`config.mk`:
```
export PLATFORM = sky130hd
export DESIGN_NAME = kte_ctrl
export DESIGN_NICKNAME = d
export VERILOG_FILES = /design/src/rtl/kte_pkg.sv /design/src/rtl/kte_ctrl.sv
export SDC_FILE = /design/constraint.sdc
export NUM_CORES = 1
export LEC_CHECK = 0
export BUFFER_PORTS_ARGS = -buffer_cell sky130_fd_sc_hd__buf_2
export CAP_MARGIN = 20
export CORE_ASPECT_RATIO = 1.2
export CORE_MARGIN = 8
export CORE_UTILIZATION = 53
export CTS_CLUSTER_DIAMETER = 50
export CTS_CLUSTER_SIZE = 28
export DETAILED_ROUTE_END_ITERATION = 7
export PLACE_DENSITY_LB_ADDON = 0.15
export SYNTH_ARGS = -nofsm -noshare
export SYNTH_HDL_FRONTEND = slang
export SYNTH_SLANG_ARGS = --single-unit
```
`constraint.sdc`:
```
create_clock -name aclk -period 3.6 [get_ports aclk]
set_clock_uncertainty 0.15 [all_clocks]
set_input_delay 0.18 -clock aclk [delete_from_list [all_inputs] [get_ports aclk]]
set_output_delay 0.18 -clock aclk [all_outputs]
set_load 0.05 [all_outputs]
```
`src/rtl/kte_pkg.sv`:
```
// shared types, constants and codes of the keyframe track evaluator
package kte_pkg;

    localparam int EVENT_DEPTH = 256;
    localparam int FRAC_BITS   = 16;

    localparam int IDX_W  = (EVENT_DEPTH > 1) ? $clog2(EVENT_DEPTH) : 1;
    localparam int ADDR_W = IDX_W + 2;
    localparam int CNT_W  = 9;
    localparam int SCAN_W = (IDX_W + 1 > CNT_W) ? IDX_W + 1 : CNT_W;
    localparam int RES_W  = 66;
    localparam int OPB_W  = 33;
    localparam int STEP_W = $clog2(RES_W);
    localparam int CFG_IDX_W = 3;

    localparam logic [31:0] BPM_RESET  = 32'(120 << FRAC_BITS);
    localparam logic [31:0] TDIV_RESET = 32'(15 << (FRAC_BITS - 3));

    localparam logic [CFG_IDX_W-1:0] CFG_BPM        = 3'd0;
    localparam logic [CFG_IDX_W-1:0] CFG_TDIV       = 3'd1;
    localparam logic [CFG_IDX_W-1:0] CFG_MOVE_CNT   = 3'd2;
    localparam logic [CFG_IDX_W-1:0] CFG_ROTATE_CNT = 3'd3;
    localparam logic [CFG_IDX_W-1:0] CFG_ALPHA_CNT  = 3'd4;
    localparam logic [CFG_IDX_W-1:0] CFG_SPEED_CNT  = 3'd5;

    localparam logic [1:0] CH_MOVE   = 2'd0;
    localparam logic [1:0] CH_ROTATE = 2'd1;
    localparam logic [1:0] CH_ALPHA  = 2'd2;
    localparam logic [1:0] CH_SPEED  = 2'd3;

    localparam logic ACT_WRITE = 1'b0;
    localparam logic ACT_QUERY = 1'b1;

    typedef struct packed {
        logic              action;
        logic [1:0]        channel;
        logic [7:0]        event_index;
        logic [31:0]       start_tick;
        logic [31:0]       end_tick;
        logic signed [31:0] start_value;
        logic signed [31:0] end_value;
        logic signed [31:0] start_value_second;
        logic signed [31:0] end_value_second;
        logic [31:0]       query_seconds;
    } kte_in_t;

    typedef struct packed {
        logic signed [31:0] pos_x;
        logic signed [31:0] pos_y;
        logic signed [31:0] rotation;
        logic signed [31:0] alpha;
        logic signed [31:0] floor_position;
        logic signed [31:0] speed;
    } kte_out_t;

    typedef enum logic [4:0] {
        ST_IDLE, ST_DISPATCH, ST_WR,
        ST_SP_MUL, ST_SP_MUL_W, ST_SP_DIV, ST_SP_DIV_W, ST_SP_MUL2, ST_SP_MUL2_W, ST_SP_FIN,
        ST_Q_MUL, ST_Q_MUL_W, ST_Q_DIV, ST_Q_DIV_W, ST_Q_TICK,
        ST_SC_INIT, ST_SC_CHK, ST_SC_CMP,
        ST_LP_MUL, ST_LP_MUL_W, ST_LP_DIV, ST_LP_DIV_W, ST_LP_FIN,
        ST_Q_OUT
    } kte_state_t;

    typedef enum logic { UOP_MUL, UOP_DIV } kte_uop_t;

    typedef enum logic [2:0] {
        OPS_SP_MUL, OPS_SP_DIV, OPS_SP_MUL2, OPS_Q_MUL, OPS_Q_DIV, OPS_LP_MUL, OPS_LP_DIV
    } kte_opsel_t;

    typedef struct packed {
        logic       capture;
        logic       mem_wr;
        logic       sum_upd;
        logic       unit_start;
        kte_uop_t   uop;
        kte_opsel_t opsel;
        logic       tick_load;
        logic       scan_init;
        logic       scan_rd;
        logic       scan_adv;
        logic       cursor_upd;
        logic       lerp_fin;
        logic       out_load;
        logic [1:0] ch;
        logic       second;
    } kte_cmd_t;

    typedef struct packed {
        logic is_query;
        logic idx_ok;
        logic is_speed;
        logic unit_busy;
        logic unit_done;
        logic i_ge_n;
        logic found;
        logic out_busy;
    } kte_sts_t;

endpackage

```
`src/rtl/kte_ctrl.sv`:
```
// controller state machine sequencing writes, scans and interpolations
module kte_ctrl (
    input  logic                aclk,
    input  logic                aresetn,
    input  logic                s_valid,
    output logic                s_ready,
    input  kte_pkg::kte_sts_t   sts,
    output kte_pkg::kte_cmd_t   cmd
);
    kte_pkg::kte_state_t state_reg, state_next;
    logic [1:0]          ch_reg, ch_next;
    logic                second_reg, second_next;

    always_ff @(posedge aclk) begin
        if (!aresetn) begin
            state_reg  <= kte_pkg::ST_IDLE;
            ch_reg     <= kte_pkg::CH_MOVE;
            second_reg <= 1'b0;
        end else begin
            state_reg  <= state_next;
            ch_reg     <= ch_next;
            second_reg <= second_next;
        end
    end

    // next state
    always_comb begin
        state_next  = state_reg;
        ch_next     = ch_reg;
        second_next = second_reg;
        case (state_reg)
            kte_pkg::ST_IDLE:
                if (s_valid) state_next = kte_pkg::ST_DISPATCH;
            kte_pkg::ST_DISPATCH: begin
                ch_next     = kte_pkg::CH_MOVE;
                second_next = 1'b0;
                if (sts.is_query) state_next = kte_pkg::ST_Q_MUL;
                else if (!sts.idx_ok) state_next = kte_pkg::ST_IDLE;
                else if (sts.is_speed) state_next = kte_pkg::ST_SP_MUL;
                else state_next = kte_pkg::ST_WR;
            end
            kte_pkg::ST_WR:      state_next = kte_pkg::ST_IDLE;
            kte_pkg::ST_SP_MUL:  state_next = kte_pkg::ST_SP_MUL_W;
            kte_pkg::ST_SP_MUL_W:
                if (sts.unit_done) state_next = kte_pkg::ST_SP_DIV;
            kte_pkg::ST_SP_DIV:  state_next = kte_pkg::ST_SP_DIV_W;
            kte_pkg::ST_SP_DIV_W:
                if (sts.unit_done) state_next = kte_pkg::ST_SP_MUL2;
            kte_pkg::ST_SP_MUL2: state_next = kte_pkg::ST_SP_MUL2_W;
            kte_pkg::ST_SP_MUL2_W:
                if (sts.unit_done) state_next = kte_pkg::ST_SP_FIN;
            kte_pkg::ST_SP_FIN:  state_next = kte_pkg::ST_IDLE;
            kte_pkg::ST_Q_MUL:   state_next = kte_pkg::ST_Q_MUL_W;
            kte_pkg::ST_Q_MUL_W:
                if (sts.unit_done) state_next = kte_pkg::ST_Q_DIV;
            kte_pkg::ST_Q_DIV:   state_next = kte_pkg::ST_Q_DIV_W;
            kte_pkg::ST_Q_DIV_W:
                if (sts.unit_done) state_next = kte_pkg::ST_Q_TICK;
            kte_pkg::ST_Q_TICK:  state_next = kte_pkg::ST_SC_INIT;
            kte_pkg::ST_SC_INIT: state_next = kte_pkg::ST_SC_CHK;
            kte_pkg::ST_SC_CHK: begin
                if (!sts.i_ge_n) begin
                    state_next = kte_pkg::ST_SC_CMP;
                end else if (ch_reg == kte_pkg::CH_SPEED) begin
                    state_next = kte_pkg::ST_Q_OUT;
                end else begin
                    ch_next    = ch_reg + 1'b1;
                    state_next = kte_pkg::ST_SC_INIT;
                end
            end
            kte_pkg::ST_SC_CMP:
                state_next = sts.found ? kte_pkg::ST_LP_MUL : kte_pkg::ST_SC_CHK;
            kte_pkg::ST_LP_MUL:  state_next = kte_pkg::ST_LP_MUL_W;
            kte_pkg::ST_LP_MUL_W:
                if (sts.unit_done) state_next = kte_pkg::ST_LP_DIV;
            kte_pkg::ST_LP_DIV:  state_next = kte_pkg::ST_LP_DIV_W;
            kte_pkg::ST_LP_DIV_W:
                if (sts.unit_done) state_next = kte_pkg::ST_LP_FIN;
            kte_pkg::ST_LP_FIN: begin
                // move events interpolate x, then y from the same entry
                if (ch_reg == kte_pkg::CH_MOVE && !second_reg) begin
                    second_next = 1'b1;
                    state_next  = kte_pkg::ST_LP_MUL;
                end else begin
                    second_next = 1'b0;
                    if (ch_reg == kte_pkg::CH_SPEED) begin
                        state_next = kte_pkg::ST_Q_OUT;
                    end else begin
                        ch_next    = ch_reg + 1'b1;
                        state_next = kte_pkg::ST_SC_INIT;
                    end
                end
            end
            kte_pkg::ST_Q_OUT:
                if (!sts.out_busy) state_next = kte_pkg::ST_IDLE;
            default: state_next = kte_pkg::ST_IDLE;
        endcase
    end

    // outputs
    always_comb begin
        cmd            = '0;
        cmd.uop        = kte_pkg::UOP_MUL;
        cmd.opsel      = kte_pkg::OPS_SP_MUL;
        cmd.ch         = ch_reg;
        cmd.second     = second_reg;
        s_ready        = 1'b0;
        case (state_reg)
            kte_pkg::ST_IDLE: begin
                s_ready     = 1'b1;
                cmd.capture = s_valid;
            end
            kte_pkg::ST_WR:  cmd.mem_wr = 1'b1;
            kte_pkg::ST_SP_MUL: begin
                cmd.unit_start = 1'b1;
                cmd.opsel      = kte_pkg::OPS_SP_MUL;
            end
            kte_pkg::ST_SP_DIV: begin
                cmd.unit_start = 1'b1;
                cmd.uop        = kte_pkg::UOP_DIV;
                cmd.opsel      = kte_pkg::OPS_SP_DIV;
            end
            kte_pkg::ST_SP_MUL2: begin
                cmd.unit_start = 1'b1;
                cmd.opsel      = kte_pkg::OPS_SP_MUL2;
            end
            kte_pkg::ST_SP_FIN: begin
                cmd.mem_wr  = 1'b1;
                cmd.sum_upd = 1'b1;
            end
            kte_pkg::ST_Q_MUL: begin
                cmd.unit_start = 1'b1;
                cmd.opsel      = kte_pkg::OPS_Q_MUL;
            end
            kte_pkg::ST_Q_DIV: begin
                cmd.unit_start = 1'b1;
                cmd.uop        = kte_pkg::UOP_DIV;
                cmd.opsel      = kte_pkg::OPS_Q_DIV;
            end
            kte_pkg::ST_Q_TICK:  cmd.tick_load = 1'b1;
            kte_pkg::ST_SC_INIT: cmd.scan_init = 1'b1;
            kte_pkg::ST_SC_CHK:  cmd.scan_rd = !sts.i_ge_n;
            kte_pkg::ST_SC_CMP: begin
                cmd.cursor_upd = sts.found;
                cmd.scan_adv   = !sts.found;
            end
            kte_pkg::ST_LP_MUL: begin
                cmd.unit_start = 1'b1;
                cmd.opsel      = kte_pkg::OPS_LP_MUL;
            end
            kte_pkg::ST_LP_DIV: begin
                cmd.unit_start = 1'b1;
                cmd.uop        = kte_pkg::UOP_DIV;
                cmd.opsel      = kte_pkg::OPS_LP_DIV;
            end
            kte_pkg::ST_LP_FIN: cmd.lerp_fin = 1'b1;
            kte_pkg::ST_Q_OUT:  cmd.out_load = !sts.out_busy;
            default: ;
        endcase
    end

    assert property (@(posedge aclk) disable iff (!aresetn)
        cmd.unit_start |-> !sts.unit_busy)
        else $error("arith unit started while busy");

    assert property (@(posedge aclk) disable iff (!aresetn)
        cmd.out_load |-> !sts.out_busy)
        else $error("result overwritten before it was taken");

    assert property (@(posedge aclk) disable iff (!aresetn)
        cmd.mem_wr |-> !sts.is_query)
        else $error("table written during a query");

    assert property (@(posedge aclk) disable iff (!aresetn)
        cmd.scan_rd |-> !sts.i_ge_n)
        else $error("table read past the event count");

endmodule

```
Word-level counts from Yosys, hierarchy flattened. Cells that the tools add are included.

$lt $le $gt $ge: 0. Muxes and demuxes: 36. Multipliers: 0. Reduce and logical (&&, ||, !) cells: 14. Shifts and indexed selects: 0. Equal/unequal tests: 35. Bitwise gates (word level): 0. Add/subtract/negate cells: 1. Div/mod/pow operators: 0.

Operator list (number): $pmux W5 S22 (1); $mux W5 (12); $eq A5 B4 Y1 const B (8); $eq A5 B5 Y1 const B (8); $ne A2 B2 Y1 const B (11); $eq A5 B3 Y1 const B (4); $pmux W3 S6 (1); $mux W1 (13); $mux W2 (6); $eq A5 B2 Y1 const B (2); $reduce_and A9 Y1 (1); $reduce_or A7 Y1 (1); $pmux W2 S3 (1); $eq A5 B1 Y1 const B (1); $logic_not A5 Y1 (1); $logic_not A1 Y1 (4); $mux W4 (1); $reduce_and A3 Y1 (1); $reduce_bool A3 Y1 (1); $reduce_or A3 Y1 (1); $add A2 B1 Y2 const B (1); $eq A2 B2 Y1 const B (1); $logic_not A2 Y1 (1); $pmux W1 S2 (1); 3 further kinds (3).

Memory bits (read-only): 0. Bits in registers: 8. Bits in latches: 0. Memories kept: 0. Memory bits (writable): 0. Output and inout bits: 19. Logic and storage cells: 89.

Logic depth before layout (Yosys ltp).
Depth in word-level cells: 4. Mapped depth: 7.

Worst setup path after synthesis. OpenSTA, ideal clock, no wires.

Path type: reg2out. From: register state_reg[0]. To: output cmd[11] (netlist bit). Stages on the path, launching flop included: 5. Data required time: 3.270 ns. Path slack: 1.104 ns. Arrival: 2.166 ns. Path through: dfxtp_1 clkbuf_1 buf_1 a22oi_1 o21ai_0.

RTL lines: start: declaration (line kte_ctrl.sv:10) `kte_pkg::kte_state_t state_reg, state_next;`; start signal: assignment (line kte_ctrl.sv:16) `state_reg <= kte_pkg::ST_IDLE;`; start signal: assignment (line kte_ctrl.sv:20) `state_reg <= state_next;`; end: declaration (line kte_ctrl.sv:8) `output kte_pkg::kte_cmd_t cmd`.

==> results by group <==
Run status
  – Status: finished clean

Placement
  – Dpl hpwl: 1.95 mm
  – Placed Cells: 169
  – Placer congestion estimate: 0.917
  – PortBufs: 28
  – Post-Place Setup Slack: 1.36 ns

Global route
  – First-pass GRT wire length: 4.02 mm
  – Global-route total usage across every layer: 15.7%
  – Grt ovf: 0
  – Pin count of the biggest net entering global routing: 26
  – Vias in the first global route: 934
  – Initial antenna violation count: 0

Yosys
  – Syn Inst Count: 135
  – Mapped Nets: 148
  – Synth cell types: 37
  – Main synth FF type: dfxtp_1
  – Syn_area_per_cell: 6.78 µm²
  – Sequential share of the synthesized area: 17.5%
  – Mapped Area: 915 µm²
  – Post-synthesis sequential element count: 8
  – Ys Warns: 0
  – EDFF count, synth: 0
  – Ys async rst share: 0%

Flow run
  – Max-cap violations: 0

Worst setup path
  – Setup slack, reg-to-reg: 1.27 ns
  – R2r startpoint: state_reg[4]
  – CP delay by family, top: flip-flops
  – CP startpoint: state_reg[4]
  – Reg2reg end: state_reg[1]
  – Setup CP Type: reg2out
  – Worst endpoint data arrival time: 2.13 ns
  – R2R cell count: 5
  – Buffers & Inverters on Critical Path: 1
  – Setup crit end kind: output pin
  – Critical Path Slowest Stage Cell: dfxtp_1
  – Critical path required time: 3.27 ns
  – Crit path cell chain: nor2b_1, o21ai_0, o32ai_1, buf_2
  – Critical path peak fanout: 16
  – Startpoint types: flip-flop
  – CP peak stage delay: 0.66 ns

Drt
  – DRC: 0
  – Routed Antenna Nets: 0
  – Wire per inst: 14.9 µm
  – Wl on met1: 1.03 mm
  – Vias: 1,069
  – Met2 Wirelength: 1.33 mm
  – DR vias/cell: 6.22
  – Initial DRC Count: 33
  – Metal3 WL: 188 µm
  – Total Wirelength: 2.57 mm
  – Uppermost layer routed: met4
  – Drt first pass iters: 4

Floorplan
  – Die X: 53.9 µm
  – Die Area: 3320 µm²
  – Std cell rows: 16
  – Core area: 1620 µm²
  – Initial Util: 56.4%
  – I/O Pins: 30
  – Die H: 61.5 µm

Power
  – Pwr/cell area: 544 nW/µm²
  – Total power: 563 µW
  – Worst VDD drop: 0.000484 V
  – Lkg Pwr: 0.461 nW

Final layout
  – Area growth, synth to finish: 13.1%
  – Max reg flops: 5
  – Final net count: 169
  – Multi-input gate area: 656 µm²
  – FF+latch area: 160 µm²
  – Layout cells sized above 1: 23.4%
  – Diodes inserted: 0
  – Number of fill cells: 168
  – Fin cells: 172

Worst hold path
  – Sink of the worst hold path: second_reg
  – Hold path cells: 2
  – HP Class: in2reg
  – Hold Path Origin: aresetn

STA
  – Final Hold Violating Endpoints: 0
  – Final setup fails: 0
  – Fin crit period: 2.46 ns
  – Worst setup margin: 1.14 ns
  – Worst Max-Slew Pin Slew: 0.761 ns
  – Setup repair after global routing missed its margin: false
  – Final period util: 68.4%
  – Worst slew margin: 49.2%
  – Setup TNS: 0 ns
  – F_max: 406 MHz
  – Fin. max-slew vios: 0

Clock tree
  – Post_cts resized: 0
  – Hold buffers post-CTS: 0
  – CTS sink count: 8
  – Clock Tree Buf Depth: 2
  – Num CTS Buffers: 3
  – Post-CTS Setup Repair Bufs: 0
  – CTS H-Tree Depth: 1
  – CTS tree: built
  – Clock slew at reported path FFs: 0.05 ns
  – Root Driver: clkbuf_4
  – Worst-skew pair later-pin latency: 0.25 ns
-- metrics by stage --
stage | hold WS (ns) | util (%) | area, µm²
after floorplan | 0.316 | - | 915
after global placement | 0.346 | 62.4 | 1010
after detailed placement | 0.357 | 62.4 | 1010
after CTS | 0.0851 | 63.8 | 1030
after global routing | 0.118 | 63.8 | 1030
final | 0.0988 | 63.8 | 1030
-- kinds of logic after synthesis --
group                    after synthesis  share of synthesized area (%)
buffers and inverters                 21                           10.8
AND/OR/NAND/NOR                       57                           31.3
XOR/XNOR                               1                           3.01
adder cells (fa/ha/maj)                2                           2.74
flip-flops                             8                           17.5
AO/OA/AOI/OAI                         46                           34.6
-- worst reg2reg max path, stage by stage, from the launching register on --
cell and delay, ns:
dfxtp_1 0.66, nor2b_1 0.61, o211ai_1 0.15, a21oi_1 0.31, or2_1 0.22, a32o_1 0.18
-- where the power goes --
group	switching (mW)	leakage, nW	internal (mW)
clock network	0.0277	0.0138	0.0379
logic	0.217	0.382	0.108
registers	0.0707	0.0649	0.102
total	0.315	0.461	0.248
-- worst max-delay path by stage --
stage                     slack (ns)  cells past startpoint      endpoint
after CTS                       1.19                      4       cmd[14]
final                           1.14                      4       cmd[14]
after detailed placement        1.36                      5  state_reg[1]
after global placement          1.40                      5  state_reg[2]
after floorplan                 1.10                      4       cmd[11]
after global routing            1.00                      4        cmd[5]
-- placed cells by master (no fill, tap or decap), types with 3 or more instances in the layout --
cell,Yosys,final
a221o_1,3,3
o21ai_0,11,11
a32o_1,4,4
a21oi_1,9,9
a22oi_1,5,5
nand3_1,3,3
nor2b_1,7,7
clkbuf_4,0,3
dfxtp_1,8,8
inv_1,9,9
buf_2,3,28
o22ai_1,4,4
nor3_1,6,6
nand2_1,17,17
nor2_1,14,14
-- synthesized netlist by cell type, types with 2 or more instances --
cell	number	share of area (%)
a21oi_1	9	4.9
a221o_1	3	3.3
a22oi_1	5	4.1
a32o_1	4	4.4
and3_1	2	1.4
buf_1	2	0.82
buf_2	3	1.6
buf_4	2	1.6
clkbuf_1	3	1.2
dfxtp_1	8	18
ha_1	2	2.7
inv_1	9	3.7
nand2_1	17	7.0
nand2b_1	2	1.4
nand3_1	3	1.6
nor2_1	14	5.7
nor2b_1	7	4.8
nor3_1	6	3.3
nor4_2	2	2.7
o211ai_1	2	1.6
o21ai_0	11	6.0
o22ai_1	4	2.7
-- layer usage --
layer	vias up	global-route usage [%]
met5	-	0
met4	0	9.75
met3	4	2.17
met2	37	26.4
met1	495	17.9
li1	533	-
-- layout make-up --
class,instances,area share (%)
clock buffer,3,2.18
inverter,9,3.26
multi-input combinational,106,63.4
sequential,8,15.5
tap,18,2.18
timing repair buffer,28,13.5
Power figures use the tool's default switching activity.
